`src/ep2cal_pkg.sv`:
```
package ep2cal_pkg;

  localparam int unsigned InW     = 31;
  localparam int unsigned SecsW   = 32;
  localparam int unsigned DaysW   = 15;
  localparam int unsigned YearW   = 11;
  localparam int unsigned MonthW  = 4;
  localparam int unsigned DayW    = 5;
  localparam int unsigned HourW   = 5;
  localparam int unsigned MinW    = 6;
  localparam int unsigned SecW    = 6;
  localparam int unsigned YoffW   = 7;

  localparam logic [SecsW-1:0] LocalOffset = 32'd28800;
  localparam logic [YearW-1:0] BaseYear    = 11'd1970;

  typedef struct packed {
    logic [YearW-1:0]  year;
    logic [MonthW-1:0] month;
    logic [DayW-1:0]   day;
    logic [HourW-1:0]  hour;
    logic [MinW-1:0]   minute;
    logic [SecW-1:0]   second;
  } cal_t;

  // leap rule only for years 1970..2039, so 2000 is the one century and it is leap
  function automatic logic is_leap(input logic [YearW-1:0] y);
    return (y[1:0] == 2'b00);
  endfunction

  // day count at the start of year BaseYear+k
  // one leap year in every four starting with 1972, which also covers 2000
  function automatic logic [DaysW-1:0] year_start(input logic [YoffW-1:0] k);
    logic [DaysW-1:0] kk;
    kk = DaysW'(k);
    return kk * DaysW'(365) + ((kk + DaysW'(1)) >> 2);
  endfunction

  // day of year at the start of month m (0-based)
  function automatic logic [8:0] month_start(input logic [3:0] m, input logic leap);
    logic [8:0] v;
    case (m)
      4'd0:    v = 9'd0;
      4'd1:    v = 9'd31;
      4'd2:    v = 9'd59;
      4'd3:    v = 9'd90;
      4'd4:    v = 9'd120;
      4'd5:    v = 9'd151;
      4'd6:    v = 9'd181;
      4'd7:    v = 9'd212;
      4'd8:    v = 9'd243;
      4'd9:    v = 9'd273;
      4'd10:   v = 9'd304;
      4'd11:   v = 9'd334;
      default: v = 9'd365;
    endcase
    if (leap && m >= 4'd2) begin
      v = v + 9'd1;
    end
    return v;
  endfunction

endpackage

```
`src/ep2cal_tod.sv`:
```
// time-of-day stages: offset, then /60, /60, /24 by reciprocal multiply
module ep2cal_tod (
  input  logic                          clk_i,
  input  logic                          rst_ni,
  input  logic                          adv_i,
  input  logic                          valid_i,
  input  logic [ep2cal_pkg::InW-1:0]    secs_i,
  output logic                          valid_o,
  output logic [ep2cal_pkg::DaysW-1:0]  days_o,
  output logic [ep2cal_pkg::HourW-1:0]  hour_o,
  output logic [ep2cal_pkg::MinW-1:0]   minute_o,
  output logic [ep2cal_pkg::SecW-1:0]   second_o
);
  localparam int unsigned MinsW = 26;
  localparam int unsigned HrsW  = 20;

  logic [3:0]                     vld_q;
  logic [ep2cal_pkg::SecsW-1:0]   secs_q;
  logic [MinsW-1:0]               mins_q;
  logic [HrsW-1:0]                hrs_q;
  logic [ep2cal_pkg::SecW-1:0]    sec1_q, sec2_q;
  logic [ep2cal_pkg::MinW-1:0]    min2_q;
  logic [ep2cal_pkg::DaysW-1:0]   days_q;
  logic [ep2cal_pkg::HourW-1:0]   hour_q;
  logic [ep2cal_pkg::MinW-1:0]    min3_q;
  logic [ep2cal_pkg::SecW-1:0]    sec3_q;

  logic [MinsW-1:0] mins_d;
  logic [HrsW-1:0]  hrs_d;
  logic [ep2cal_pkg::DaysW-1:0] days_d;
  logic [63:0] p1;
  logic [55:0] p2;
  logic [39:0] p3;

  // floor(x/60) = (x * ceil(2^37/60)) >> 37 for x < 2^32
  always_comb begin
    p1     = 64'(secs_q) * 64'd2290649225;
    mins_d = MinsW'(p1 >> 37);
    p2     = 56'(mins_q) * 56'd572662307;
    hrs_d  = HrsW'(p2 >> 35);
    p3     = 40'(hrs_q) * 40'd699051;
    days_d = ep2cal_pkg::DaysW'(p3 >> 24);
  end

  always_ff @(posedge clk_i or negedge rst_ni) begin
    if (!rst_ni) begin
      vld_q <= '0;
    end else if (adv_i) begin
      vld_q <= {vld_q[2:0], valid_i};
    end
  end

  always_ff @(posedge clk_i) begin
    if (adv_i) begin
      secs_q <= ep2cal_pkg::SecsW'(secs_i) + ep2cal_pkg::LocalOffset;
      mins_q <= mins_d;
      sec1_q <= ep2cal_pkg::SecW'(secs_q - ep2cal_pkg::SecsW'(mins_d) * 32'd60);
      hrs_q  <= hrs_d;
      sec2_q <= sec1_q;
      min2_q <= ep2cal_pkg::MinW'(mins_q - MinsW'(hrs_d) * 26'd60);
      days_q <= days_d;
      hour_q <= ep2cal_pkg::HourW'(hrs_q - HrsW'(days_d) * 20'd24);
      min3_q <= min2_q;
      sec3_q <= sec2_q;
    end
  end

  assign valid_o  = vld_q[3];
  assign days_o   = days_q;
  assign hour_o   = hour_q;
  assign minute_o = min3_q;
  assign second_o = sec3_q;
endmodule

```
`config.mk`:
```
export PLATFORM = sky130hd
export DESIGN_NAME = ep2cal_tod
export DESIGN_NICKNAME = d
export VERILOG_FILES = /design/src/ep2cal_pkg.sv /design/src/ep2cal_tod.sv
export SDC_FILE = /design/constraint.sdc
export NUM_CORES = 1
export LEC_CHECK = 0
export ABC_AREA = 1
export BUFFER_PORTS_ARGS = -buffer_cell sky130_fd_sc_hd__clkbuf_2
export CAP_MARGIN = 10
export CORE_MARGIN = 2
export CORE_UTILIZATION = 25
export DETAILED_ROUTE_END_ITERATION = 8
export PLACE_DENSITY = 0.35
export SLEW_MARGIN = 20
export SYNTH_ARGS = -nofsm -noshare
export SYNTH_HDL_FRONTEND = slang
export SYNTH_SLANG_ARGS = --single-unit
```
`constraint.sdc`:
```
create_clock -name clk_i -period 7.9 [get_ports clk_i]
set_input_delay 2.37 -clock clk_i [delete_from_list [all_inputs] [get_ports clk_i]]
set_output_delay 2.37 -clock clk_i [all_outputs]
set_load 0.005 [all_outputs]
```
==> flow_summary.yaml <==
outcome:
  status: "completed"
cts:
  clk_pin_slew_ns: 0.07
  cts_buffers: 17
  h-tree-depth: 4
  clkSinkCount: 132
  root_buffer: "clkbuf_16"
  clockBufferDepth: 2
  clk_latency_ns: 0.53
  cts_tree: "yes"
synth:
  synth-adder-area-share: 0.521
  synthMuxAreaShare: 0.000692
  synth_top_area_share: 0.271
  syn_inst: 3956
  yosysWarnings: 0
  synth_area_leaders: "ha_1 27%, fa_1 25%, inv_1 12%, edfxtp_1 12%, nand2_1 8.4%"
  synthArstFlopShare: 0.0303
  synth-simple-area-share: 0.158
  synth-compound-area-share: 0.0607
  synth_fp_nets: 5103
  synth_seq_cells: 132
  synthFlopType: "edfxtp_1"
  synth-xor-area-share: 0.0140
  synth.yosys.seq_area_share: 0.121
  synth_edf_count: 128
  synth_top_family_by_area: "adder cells"
  syn_avg_cell_area_sq_um: 8.23
  synth_area_sq_mm: 0.0325
  synth_top_cell_by_area: "ha_1"
  yosysUniqueCellTypes: 42
route:
  vias_per_cell: 4.23
  drt_iter0_markers: 919
  detail-route-antenna-nets: 0
  post-route-drc-count: 0
  routed_wl_mm: 110
  dr.pass1.iters: 5
  vias: 24800
  wl_per_cell_um: 18.8
sta:
  setup_tns_ns: 0
  rsz0062_at_grt: "no"
  period_share: 0.947
  slew_headroom: 0.470
  slew_violations: 0
  period_needed_ns: 7.48
  hold_viol: 0
  fin_skew_ns: 0.0236
  fmax_mhz: 134
  setup_viol: 0
  tightestPinTransition_ns: 0.795
layout:
  fin_nets: 5245
  post-route-cell-area_sq_mm: 0.0361
  postLayoutCoreUtil: 0.279
  layoutNonFillerInstCount: 5853
  antenna_cells: 0
  layout-drive-gt1-share: 0.0530
  areaGrowthSynthToFinish_pct: 11.0
global_routing:
  antenna_found_initial: 1
  grt_pass1_wl_mm: 167
  track_usage: 0.171
  grt_pass1_vias: 27200
  grt_max_degree: 72
  overflow: 0
job:
  drv_cap: 0
worst_setup_path:
  worstRegToRegCells: 33
  setup.worst_path.class: "flip-flop to flip-flop"
  cp_slowest_cell: "fa_2"
  timing.rr.end: "sec1_q[5]"
  critPathMaxFanout: 3
  arrival_ns: 7.76
  critPathMaxStageDelay_ns: 0.57
  rr_startpoint: "secs_q[1]"
  crit_top_cell: "inv_1"
  start_kind: "flip-flop"
  required_ns: 8.18
  worstSetupEndpointType: "flip-flop"
  rrSetupSlack_ns: 0.42
place:
  place_congestion: 0.897
  post_dp_cell_area_sq_mm: 0.0355
  dpl.hpwl_mm: 100
  io_buffer_count: 67
  dp_cells: 5820
die:
  start_util: 0.252
  io-pin-count: 68
  rows: 132
  die_area_sq_mm: 0.133
  die_x_um: 365
  core_area_sq_mm: 0.129
  fp.dieH_um: 365
min_path:
  whs_path_depth: 0
  hold_class: "flip-flop to flip-flop"
  whs_endpoint: "minute_o[3]"
  worstHoldStart: "min2_q[3]"
[Yosys cell counts, drive strengths merged, types with 8 or more instances]
cell and count:
nor2 268, xor2 33, a21o 8, nand2 733, ha 705, nor4 13, edfxtp 128, xnor2 19
o21bai 45, nand3 111, inv 1071, nor3 39, fa 407, a21oi 182, o21ai 103, nand4 45
[cell type report]
class                      count  area, sq um
fill                       14200        93200
multi-input combinational   2753        24600
inverter                    1071         4020
sequential                   132         3940
tap                         1742         2180
timing repair buffer         123          762
clock buffer                  18          429
clock inverter                14          168
[worst max path at each step]
stage | end | start | cells past startpoint
5_1_grt | sec1_q[5] | secs_q[5] | 33
4_1_cts | sec1_q[5] | secs_q[5] | 32
2_1_floorplan | sec1_q[5] | secs_q[5] | 33
6_report | sec1_q[5] | secs_q[1] | 33
3_3_place_gp | sec1_q[5] | secs_q[1] | 32
3_5_place_dp | sec1_q[5] | secs_q[5] | 32
[sequential cells by signal, indices dropped and copies added, names as in the netlist]
name      flops
vld_q         4
sec1_q        6
sec2_q        6
minute_o      6
second_o      6
mins_q       26
hour_o        5
days_o       15
hrs_q        20
secs_q       32
min2_q        6
[through the flow]
stage	worst slack, ns	hold slack (ns)
floorplan	0.650	0.400
finish	0.421	0.423
detailed placement	0.0546	0.406
CTS	0.0817	0.424
global placement	0.149	0.403
global route	0.00943	0.426
[cells by family after synthesis]
| logic type | count (synthesis) |
|---|---|
| muxes | 2 |
| buffers and inverters | 1071 |
| xor gates and xnor gates | 52 |
| AOI/OAI and AO/OA | 358 |
| and+or+nand+nor | 1229 |
| DFF | 132 |
| adders and majority gates | 1112 |
[metal layers]
metal	part of all wire	wire length [um]	GRT usage	up-vias
li1	-	-	-	12600
met1	0.46	50900	0.217	11800
met2	0.50	55300	0.312	256
met3	0.016	1710	0.0155	69
met4	0.017	1870	0.0348	0
met5	0	0	0	-
[cells in the final DEF (no fill, tap or decap), types with 4 or more instances in the layout]
cell type / n
o21ai_0: 98
a21o_1: 8
inv_2: 9
nand4_1: 45
dfrtp_1: 4
inv_1: 1062
inv_6: 4
clkbuf_2: 66
clkinvlp_4: 4
nand2_1: 724
nor2_1: 248
nor3_1: 34
nand3b_1: 5
xor2_1: 32
ha_1: 703
xnor2_1: 19
o21bai_1: 45
nor2_2: 17
fa_1: 406
clkbuf_16: 17
a31oi_1: 5
a21oi_1: 181
a21boi_0: 6
o21a_1: 5
nand3_1: 108
nor4_1: 10
edfxtp_1: 128
nand2_2: 8
or2_2: 5
buf_4: 56
and3_1: 5
[what timing repair did]
action                     CTS  global route
gates resized for setup      0            11
hold buffers                 0             0
buffers inserted             0             1
setup endpoints to repair    0             1
[critical path: cells and delay by family, from the launching register on]
kind | cells | cell delay (ns)
compound gates | 3 | 0.45
xor+xnor | 1 | 0.31
fa+ha+maj | 12 | 4.82
buf+inv | 8 | 0.48
flops | 1 | 0.41
simple gates | 9 | 0.74
Power is left out: the tool's default activity adds up to more than one toggle a clock period on the data nets, which glitch-free logic cannot reach.
