==> config.mk <==
export PLATFORM = sky130hd
export DESIGN_NAME = ep2cal_date
export DESIGN_NICKNAME = d
export VERILOG_FILES = /design/src/ep2cal_pkg.sv /design/src/ep2cal_date.sv
export SDC_FILE = /design/constraint.sdc
export NUM_CORES = 1
export LEC_CHECK = 0
export BUFFER_PORTS_ARGS = -buffer_cell sky130_fd_sc_hd__buf_2
export CORE_UTILIZATION = 56
export CTS_CLUSTER_SIZE = 25
export DETAILED_ROUTE_END_ITERATION = 10
export PLACE_DENSITY = 0.8
export SYNTH_ARGS = -nofsm -noshare
export SYNTH_HDL_FRONTEND = slang
export SYNTH_SLANG_ARGS = --single-unit
export TNS_END_PERCENT = 1
==> constraint.sdc <==
create_clock -name clk_i -period 6.7 [get_ports clk_i]
set_clock_uncertainty 0.05 [all_clocks]
set_input_delay 1.34 -clock clk_i [delete_from_list [all_inputs] [get_ports clk_i]]
set_output_delay 1.34 -clock clk_i [all_outputs]
set_load 0.02 [all_outputs]
==> src/ep2cal_pkg.sv <==
package ep2cal_pkg;

  localparam int unsigned InW     = 31;
  localparam int unsigned SecsW   = 32;
  localparam int unsigned DaysW   = 15;
  localparam int unsigned YearW   = 11;
  localparam int unsigned MonthW  = 4;
  localparam int unsigned DayW    = 5;
  localparam int unsigned HourW   = 5;
  localparam int unsigned MinW    = 6;
  localparam int unsigned SecW    = 6;
  localparam int unsigned YoffW   = 7;

  localparam logic [SecsW-1:0] LocalOffset = 32'd28800;
  localparam logic [YearW-1:0] BaseYear    = 11'd1970;

  typedef struct packed {
    logic [YearW-1:0]  year;
    logic [MonthW-1:0] month;
    logic [DayW-1:0]   day;
    logic [HourW-1:0]  hour;
    logic [MinW-1:0]   minute;
    logic [SecW-1:0]   second;
  } cal_t;

  // leap rule only for years 1970..2039, so 2000 is the one century and it is leap
  function automatic logic is_leap(input logic [YearW-1:0] y);
    return (y[1:0] == 2'b00);
  endfunction

  // day count at the start of year BaseYear+k
  // one leap year in every four starting with 1972, which also covers 2000
  function automatic logic [DaysW-1:0] year_start(input logic [YoffW-1:0] k);
    logic [DaysW-1:0] kk;
    kk = DaysW'(k);
    return kk * DaysW'(365) + ((kk + DaysW'(1)) >> 2);
  endfunction

  // day of year at the start of month m (0-based)
  function automatic logic [8:0] month_start(input logic [3:0] m, input logic leap);
    logic [8:0] v;
    case (m)
      4'd0:    v = 9'd0;
      4'd1:    v = 9'd31;
      4'd2:    v = 9'd59;
      4'd3:    v = 9'd90;
      4'd4:    v = 9'd120;
      4'd5:    v = 9'd151;
      4'd6:    v = 9'd181;
      4'd7:    v = 9'd212;
      4'd8:    v = 9'd243;
      4'd9:    v = 9'd273;
      4'd10:   v = 9'd304;
      4'd11:   v = 9'd334;
      default: v = 9'd365;
    endcase
    if (leap && m >= 4'd2) begin
      v = v + 9'd1;
    end
    return v;
  endfunction

endpackage

==> src/ep2cal_date.sv <==
// date stages: year by estimate and correction, then month by table compare
module ep2cal_date (
  input  logic                          clk_i,
  input  logic                          rst_ni,
  input  logic                          adv_i,
  input  logic                          valid_i,
  input  logic [ep2cal_pkg::DaysW-1:0]  days_i,
  input  logic [ep2cal_pkg::HourW-1:0]  hour_i,
  input  logic [ep2cal_pkg::MinW-1:0]   minute_i,
  input  logic [ep2cal_pkg::SecW-1:0]   second_i,
  output logic                          valid_o,
  output ep2cal_pkg::cal_t              cal_o
);
  localparam int unsigned TodW = ep2cal_pkg::HourW + ep2cal_pkg::MinW + ep2cal_pkg::SecW;

  logic [2:0]                     vld_q;
  logic [ep2cal_pkg::DaysW-1:0]   days_q;
  logic [ep2cal_pkg::YoffW-1:0]   yest_q;
  logic [TodW-1:0]                tod1_q, tod2_q, tod3_q;
  logic [ep2cal_pkg::YearW-1:0]   year2_q, year3_q;
  logic [8:0]                     doy_q;
  logic [ep2cal_pkg::MonthW-1:0]  month_q;
  logic [ep2cal_pkg::DayW-1:0]    day_q;

  logic [26:0] pe;
  logic [ep2cal_pkg::YoffW-1:0] yest_d, yoff_d;
  logic [ep2cal_pkg::DaysW-1:0] ys_a, ys_b;
  logic [8:0] doy_d;
  logic leap3;
  logic [3:0] mi;
  logic [8:0] ms;

  // estimate floor(days/365.25) via days*2871 >> 20, then correct by one
  always_comb begin
    pe     = 27'(days_i) * 27'd2871;
    yest_d = ep2cal_pkg::YoffW'(pe >> 20);
    ys_a   = ep2cal_pkg::year_start(yest_q);
    ys_b   = ep2cal_pkg::year_start(yest_q + 7'd1);
    if (days_q >= ys_b) begin
      yoff_d = yest_q + 7'd1;
      doy_d  = 9'(days_q - ys_b);
    end else if (days_q < ys_a) begin
      yoff_d = yest_q - 7'd1;
      doy_d  = 9'(days_q - ep2cal_pkg::year_start(yest_q - 7'd1));
    end else begin
      yoff_d = yest_q;
      doy_d  = 9'(days_q - ys_a);
    end
    leap3 = ep2cal_pkg::is_leap(year2_q);
    mi = 4'd0;
    for (int m = 1; m < 12; m++) begin
      if (doy_q >= ep2cal_pkg::month_start(4'(m), leap3)) begin
        mi = 4'(m);
      end
    end
    ms = ep2cal_pkg::month_start(mi, leap3);
  end

  always_ff @(posedge clk_i or negedge rst_ni) begin
    if (!rst_ni) begin
      vld_q <= '0;
    end else if (adv_i) begin
      vld_q <= {vld_q[1:0], valid_i};
    end
  end

  always_ff @(posedge clk_i) begin
    if (adv_i) begin
      days_q  <= days_i;
      yest_q  <= yest_d;
      tod1_q  <= {hour_i, minute_i, second_i};
      year2_q <= ep2cal_pkg::BaseYear + ep2cal_pkg::YearW'(yoff_d);
      doy_q   <= doy_d;
      tod2_q  <= tod1_q;
      year3_q <= year2_q;
      month_q <= mi + 4'd1;
      day_q   <= ep2cal_pkg::DayW'(doy_q - ms + 9'd1);
      tod3_q  <= tod2_q;
    end
  end

  assign valid_o      = vld_q[2];
  assign cal_o.year   = year3_q;
  assign cal_o.month  = month_q;
  assign cal_o.day    = day_q;
  assign {cal_o.hour, cal_o.minute, cal_o.second} = tod3_q;
endmodule

==> impl_results.rst, run 1 <==
.. list-table::
   :header-rows: 1

   * - Metric
     - Value
   * - Clock-pin slew on the worst setup and hold paths
     - 90 ps
   * - DR iter-0 viols
     - 382
   * - CTS Root Buffer Type
     - clkbuf_16
   * - Clock buffer count from CTS
     - 9
   * - Slowest stage cell, crit path
     - fa_1
   * - First-pass detailed-route iteration total
     - 4
   * - Kind of critical path
     - reg -> reg
   * - Die W
     - 157.6 um
   * - Layout cells sized above 1
     - ~16%
   * - Destination of the critical timing path
     - year2_q[5]
   * - Data arrival time of the critical path
     - 6760 ps
   * - Row Count
     - 56
   * - Cell family contributing the most delay on the critical path
     - adder cells
   * - Global placer's final weighted congestion
     - 0.9238
   * - Primary flip-flop cell chosen by synthesis mapping
     - edfxtp_1
   * - Seq/Total Area, Yosys
     - 24.69%
   * - Number of gates on the worst path with buffers counted
     - 28
   * - Post-route standard cell area excluding fillers
     - 15,380 um^2
   * - Count of buffer and inverter cells on the critical path
     - 5
   * - Drc violations
     - 0
   * - Maximum operating frequency
     - 0.1493 GHz
   * - Number of synthesized register bits
     - 112
   * - Maximum number of pins on one net before global-route repair
     - 78
   * - Syn avg cell area
     - 10.62 um^2
   * - Insertion delay to the later sink of the worst-skew pair
     - approximately 360 ps
   * - Number of vias in the routed layout
     - 9,316
   * - Ys async rst share
     - 2.679%
   * - Clock tree from TritonCTS
     - yes
   * - Share of the synthesized area in the top cell type
     - 25.09%
   * - Final critical-path setup slack
     - around 3.3 ps
   * - Number of vias per cell after detailed routing
     - between 5 and 6
   * - Max-cap viol count
     - 0
   * - Biggest area consumer among synthesized cells
     - ha_1
   * - Number of buffers added on ports
     - 73
   * - Routed wire length per instance
     - 15.49 um
   * - Post-Synthesis Net Count
     - between 1.5k and 2k
   * - Met2 Routed Length
     - between 10 and 15 mm
   * - Largest buffer count on any clock path
     - 2
   * - Global-route wire length before repair
     - 45.14 mm
   * - Worst slew margin relative to its limit
     - 34.57%
   * - Area growth from synthesis to layout
     - 13.43%
   * - Number of different library cells in the post-synthesis netlist
     - 69
   * - FF-to-FF Start
     - yest_q[2]
   * - Initial core utilization
     - 57.43%
   * - Final global-route overflow total
     - 0
   * - Multi-input gate area
     - between 9000 and 10,000 um^2
   * - Number of global-route vias before repair
     - 9,639
   * - Sum of routed wire segments on met1
     - between 10 and 15 mm
   * - Highest metal layer with signal wires
     - met4
   * - Data required time at the worst endpoint
     - 6770 ps
   * - Sum of met3 wire segment lengths after detailed routing
     - around 670 um
   * - Clock H-tree levels
     - 3
   * - Largest cells by area after synthesis
     - ha_1 (25%), edfxtp_1 (24%), fa_1 (18%), inv_1 (7.9%), xnor2_1 (4.3%)
   * - Seq. cell area
     - 3348 um^2
   * - Type of element capturing the critical path
     - flop
   * - TNS Setup
     - 0 ps
   * - Top post-synthesis cells by count
     - inv_1 (286), ha_1 (272), fa_1 (125), edfxtp_1 (109), xnor2_1 (66)
   * - Crit path max fanout
     - 8
   * - Final period demand of the worst path
     - 6697 ps
   * - Total cell area at the placement stage
     - 14,920 um^2
   * - Total routing resource utilization after global routing
     - 23.27%
   * - Critical Path Start Type
     - flop
   * - Synth warn
     - 0
   * - DPL Wire Length
     - 22.45 mm
   * - Status
     - finished, final reports clean
   * - Number of filler cells placed in the layout
     - 1,819
   * - Antenna diodes
     - 0
   * - Setup repair after global routing missed its margin
     - true
   * - Antenna violations before repair
     - 0
   * - Cell Area, Synth
     - 13,560 um^2
   * - Die Y-Extent
     - 157.6 um
   * - Number of nets still failing antenna checks after routing
     - 0
   * - Utilization after layout
     - 65.15%
   * - Crit share post-route
     - roughly 100%
   * - Hold Vio Cnt, Final
     - 0
   * - HP Class
     - reg -> reg
   * - End of the worst register-to-register path
     - year2_q[5]
   * - Number of top-level pins
     - 74
   * - Most common cell in the synthesized netlist
     - inv_1
   * - Tightest Pin Transition
     - 981.5 ps
   * - Setup-violating endpoint count in the final report
     - 0
   * - Worst reg-to-reg path cell count
     - 28
   * - Hold buffer count at cts
     - 0
   * - Reg-to-reg setup timing slack
     - 3 ps
   * - Total detailed-routing wirelength
     - 27.05 mm
   * - NumNets Final
     - 1,855
   * - Instance count of the mapped netlist
     - 1,277
   * - Count of flip-flops with a built-in enable after synthesis
     - 109
   * - Critical Path Source
     - yest_q[2]
   * - Fin. max-slew vios
     - 0
   * - Crit path largest cell delay
     - 520 ps
   * - Placeable core area
     - 23,610 um^2
   * - Post-placement setup slack
     - -126.3 ps
   * - Number of clock sinks
     - 112
   * - Floorplan die area
     - 24,840 um^2
## flip-flops by register name, indices dropped and copies added (netlist names)
register / cells
doy_q: 9
year3_q: 9
yest_q: 7
month_q: 4
tod2_q: 17
days_q: 15
day_q: 5
tod1_q: 17
tod3_q: 17
vld_q: 3
year2_q: 9
## layout by cell type (no fill, tap or decap), drive strengths merged, types with 9 or more instances in the layout
cell type  count
inv          290
ha           272
buf          146
fa           125
edfxtp       109
xnor2         66
nor2          49
o21ai         45
a21oi         42
xor2          36
nand2         28
o21a          14
nand3         14
nor3          14
a21o          13
nor2b         11
nand4         10
clkbuf         9
o211ai         9
## per-layer routing
layer | vias up | GRT usage (%)
met5 | - | 0
met4 | 0 | 7.675
met3 | 46 | 2.327
met2 | 167 | 41.60
met1 | 4510 | 29.37
li1 | 4593 | -
## cells by family (layout without fill, tap and decap cells)
logic type	Yosys count	in the layout	synth area share, %
compound gates	195	195	9.909
xor+xnor	102	102	6.587
fa+ha+maj	397	397	43.55
buf+inv	298	448	8.396
flops	112	112	24.69
mux	10	10	0.7842
simple gates	163	163	6.089
## timing repair
item | 4_1_cts | 5_1_grt
endpoints found under the setup margin | 7 | 18
pin swaps | 7 | 6
gates resized for setup | 10 | 16
buffers inserted | 4 | 3
## worst min-delay path by stage
stage | start | to | cells past startpoint
3_3_place_gp | tod2_q[7] | tod3_q[7] | 0
6_report | tod2_q[15] | tod3_q[15] | 0
5_1_grt | tod1_q[0] | tod2_q[0] | 0
2_1_floorplan | tod1_q[0] | tod2_q[0] | 0
4_1_cts | tod2_q[15] | tod3_q[15] | 0
3_5_place_dp | tod1_q[12] | tod2_q[12] | 0
## per-stage QoR
step                hold WS (ps)  std cells
finish                     368.9       1746
global route               373.9       1746
CTS                        371.2       1743
detailed placement         354.5       1723
global placement           350.7       1723
floorplan                  350.3       1277
## area by class of cell
class	count	area share, %
inverter	286	6.995
timing repair buffer	146	6.059
tap	319	2.595
sequential	112	21.76
multi-input combinational	867	60.49
clock buffer	9	1.464
clock inverter	7	0.6344
Power of run 1 is left out: the tool's default activity adds up to more than one toggle a clock period on the data nets, which glitch-free logic cannot reach.
==> run 2, diff against run 1 <==
--- a/config.mk
+++ b/config.mk
@@ -5,7 +5,7 @@
 export SDC_FILE = /design/constraint.sdc
 export NUM_CORES = 1
 export LEC_CHECK = 0
-export BUFFER_PORTS_ARGS = -buffer_cell sky130_fd_sc_hd__buf_2
+export BUFFER_PORTS_ARGS = -buffer_cell sky130_fd_sc_hd__clkbuf_2
 export CORE_UTILIZATION = 56
 export CTS_CLUSTER_SIZE = 25
 export DETAILED_ROUTE_END_ITERATION = 10
==> impl_results.rst, run 2 (synthesized netlist as in run 1, its figures left out) <==
.. list-table::
   :header-rows: 1

   * - Metric
     - Value
   * - Status
     - finished with violations (was finished, final reports clean)
   * - Violations in the final reports
     - setup timing
   * - NumNets Final
     - 1,860 (was 1,855)
   * - Most common library cell in the layout ignoring fill and taps
     - inv_1 (unchanged)
   * - Final critical-path setup slack
     - -64.52 ps (was 3.303 ps)
   * - Final global-route overflow total
     - 0 (unchanged)
   * - Number of vias in the routed layout
     - 9,387 (was 9,316)
   * - Total routing resource utilization after global routing
     - 23.62% (was 23.27%)
   * - Post-placement setup slack
     - -179.8 ps (was -126.3 ps)
   * - Slowest stage cell, crit path
     - edfxtp_1 (was fa_1)
   * - Data arrival time of the critical path
     - 6840 ps (was 6760 ps)
   * - Total detailed-routing wirelength
     - 28.11 mm (was 27.05 mm)
   * - Largest buffer count on any clock path
     - 2 (unchanged)
   * - Highest-count cells in the layout ignoring fill and taps
     - inv_1 (283), ha_1 (254), fa_1 (123) (was inv_1 (284), ha_1 (265), fa_1 (124))
   * - Die Y-Extent
     - 157.6 um (unchanged)
   * - HP Class
     - reg -> reg (unchanged)
   * - Global routing met2 resource utilization
     - 42.92% (was 41.60%)
   * - Fin cells
     - 1,751 (was 1,746)
   * - Antenna violations before repair
     - 0 (unchanged)
   * - Kind of critical path
     - reg -> reg (unchanged)
   * - Number of top-level pins
     - 74 (unchanged)
   * - Initial core utilization
     - 57.43% (unchanged)
   * - Insertion delay to the later sink of the worst-skew pair
     - 370 ps (was 360 ps)
   * - Hold Vio Cnt, Final
     - 0 (unchanged)
   * - Type of element capturing the critical path
     - flop (unchanged)
   * - Row Count
     - 56 (unchanged)
   * - Clock H-tree levels
     - 3 (unchanged)
   * - Worst slew margin relative to its limit
     - 36.54% (was 34.57%)
   * - Hold buffer count at cts
     - 0 (unchanged)
   * - Setup-violating endpoint count in the final report
     - 6 (was 0)
   * - Layout cells sized above 1
     - 17.74% (was 15.77%)
   * - Number of vias per cell after detailed routing
     - 5.361 (was 5.336)
   * - Number of clock sinks
     - 112 (unchanged)
   * - Maximum number of pins on one net before global-route repair
     - 77 (was 78)
   * - Fin. max-slew vios
     - 0 (unchanged)
   * - Number of global-route vias before repair
     - 9,612 (was 9,639)
   * - CTS Root Buffer Type
     - clkbuf_16 (unchanged)
   * - Antenna diodes
     - 0 (unchanged)
   * - Die W
     - 157.6 um (unchanged)
   * - Drc violations
     - 0 (unchanged)
   * - Utilization after layout
     - 66.21% (was 65.15%)
   * - Number of buffers added on ports
     - 73 (unchanged)
   * - Clock-pin slew on the worst setup and hold paths
     - 90 ps (about the same)
   * - Setup repair after global routing missed its margin
     - true (unchanged)
   * - Global placer's final weighted congestion
     - 0.9167 (was 0.9238)
   * - Largest regs
     - tod1_q (17), tod2_q (17), tod3_q (17) (unchanged)
   * - Routed wire length per instance
     - 16.05 um (was 15.49 um)
   * - Maximum operating frequency
     - 0.1478 GHz (was 0.1493 GHz)
   * - Tightest Pin Transition
     - 951.9 ps (was 981.5 ps)
   * - Crit path max fanout
     - 4 (was 8)
   * - Crit share post-route
     - 101.0% (was 99.95%)
   * - First-pass detailed-route iteration total
     - 6 (was 4)
   * - Max-cap viol count
     - 0 (unchanged)
   * - Placeable core area
     - 23,610 um^2 (unchanged)
   * - Floorplan die area
     - 24,840 um^2 (unchanged)
   * - M1 GR Usage
     - 29.34% (was 29.37%)
   * - Clock tree from TritonCTS
     - yes (unchanged)
   * - Global-route wire length before repair
     - 45.80 mm (was 45.14 mm)
   * - DR iter-0 viols
     - 610 (was 382)
   * - DPL Wire Length
     - 22.76 mm (was 22.45 mm)
   * - Global-route met3 utilization
     - 3.148% (was 2.327%)
   * - Data required time at the worst endpoint
     - 6780 ps (was 6770 ps)
   * - Dpl cells
     - 1,722 (was 1,723)
   * - Critical Path Start Type
     - flop (unchanged)
   * - Clock buffer count from CTS
     - 9 (unchanged)
   * - Layer carrying the most global-route usage
     - met2 (unchanged)
   * - Crit path largest cell delay
     - 470 ps (was 520 ps)
   * - Number of nets still failing antenna checks after routing
     - 0 (unchanged)
   * - Final period demand of the worst path
     - 6765 ps (was 6697 ps)
   * - Area growth from synthesis to layout
     - 15.29% (was 13.43%)
[run 2: changes by cell type in the layout (fill, tap and decap cells not counted), moves of 4 or more]
| cell | change |
|---|---|
| ha_1 | -11 |
| clkbuf_2 | +72 |
| buf_4 | +4 |
| buf_2 | -72 |
| ha_4 | +13 |
[run 2: worst paths after layout]
path	start	to	slack, ps	depth (start not counted)
max	yest_q[1]	year2_q[4]	-60	30
min	tod1_q[13]	tod2_q[13]	370	0
max reg2reg	yest_q[1]	year2_q[4]	-60	30
min reg2reg	tod1_q[13]	tod2_q[13]	370	0
max in group asynchronous	rst_ni	vld_q[2]	5790	1
min in group asynchronous	rst_ni	vld_q[0]	700	1
[run 2: critical path: cells and delay by family, from the launching register on]
| kind | cells | cell delay [ps] |
|---|---|---|
| adders and majority gates | 7 | 2150 |
| AOI/OAI and AO/OA | 9 | 1710 |
| and+or+nand+nor | 7 | 1040 |
| xor gates and xnor gates | 4 | 560 |
| buffers and inverters | 3 | 520 |
| DFF | 1 | 470 |
[run 2: per-layer routing]
| metal | vias to the layer above | routed length, um | share of wire [%] |
|---|---|---|---|
| met3 | 67 | 816 | 2.9 |
| met2 | 202 | 14370 | 51 |
| met4 | 0 | 871 | 3.1 |
| li1 | 4594 | - | - |
| met1 | 4524 | 12050 | 43 |
| met5 | - | 0 | 0 |
[run 2: what timing repair did]
item,in CTS,in global routing
resized for setup,6,57
pin swaps,4,43
setup endpoints to repair,7,19
hold endpoints to repair,0,0
buffers inserted,3,12
[run 2: cell type report]
type	count	area [um^2]
multi-input combinational	867	9530
fill	1774	7978
sequential	112	3348
inverter	286	1076
timing repair buffer	151	964.7
tap	319	399.1
clock buffer	9	225.2
clock inverter	7	91.34
[run 2: per-stage QoR]
stage | area, um^2 | hold WS [ps] | setup TNS [ps]
4_1_cts | 15260 | 371.9 | 0
3_5_place_dp | 14900 | 355.6 | -833.6
5_1_grt | 15640 | 378.2 | -2086
6_report | 15640 | 367.8 | -238.3
3_3_place_gp | 14900 | 350.1 | 0
2_1_floorplan | 13710 | 350.3 | -9.506
Power of run 2 is left out for the same reason.
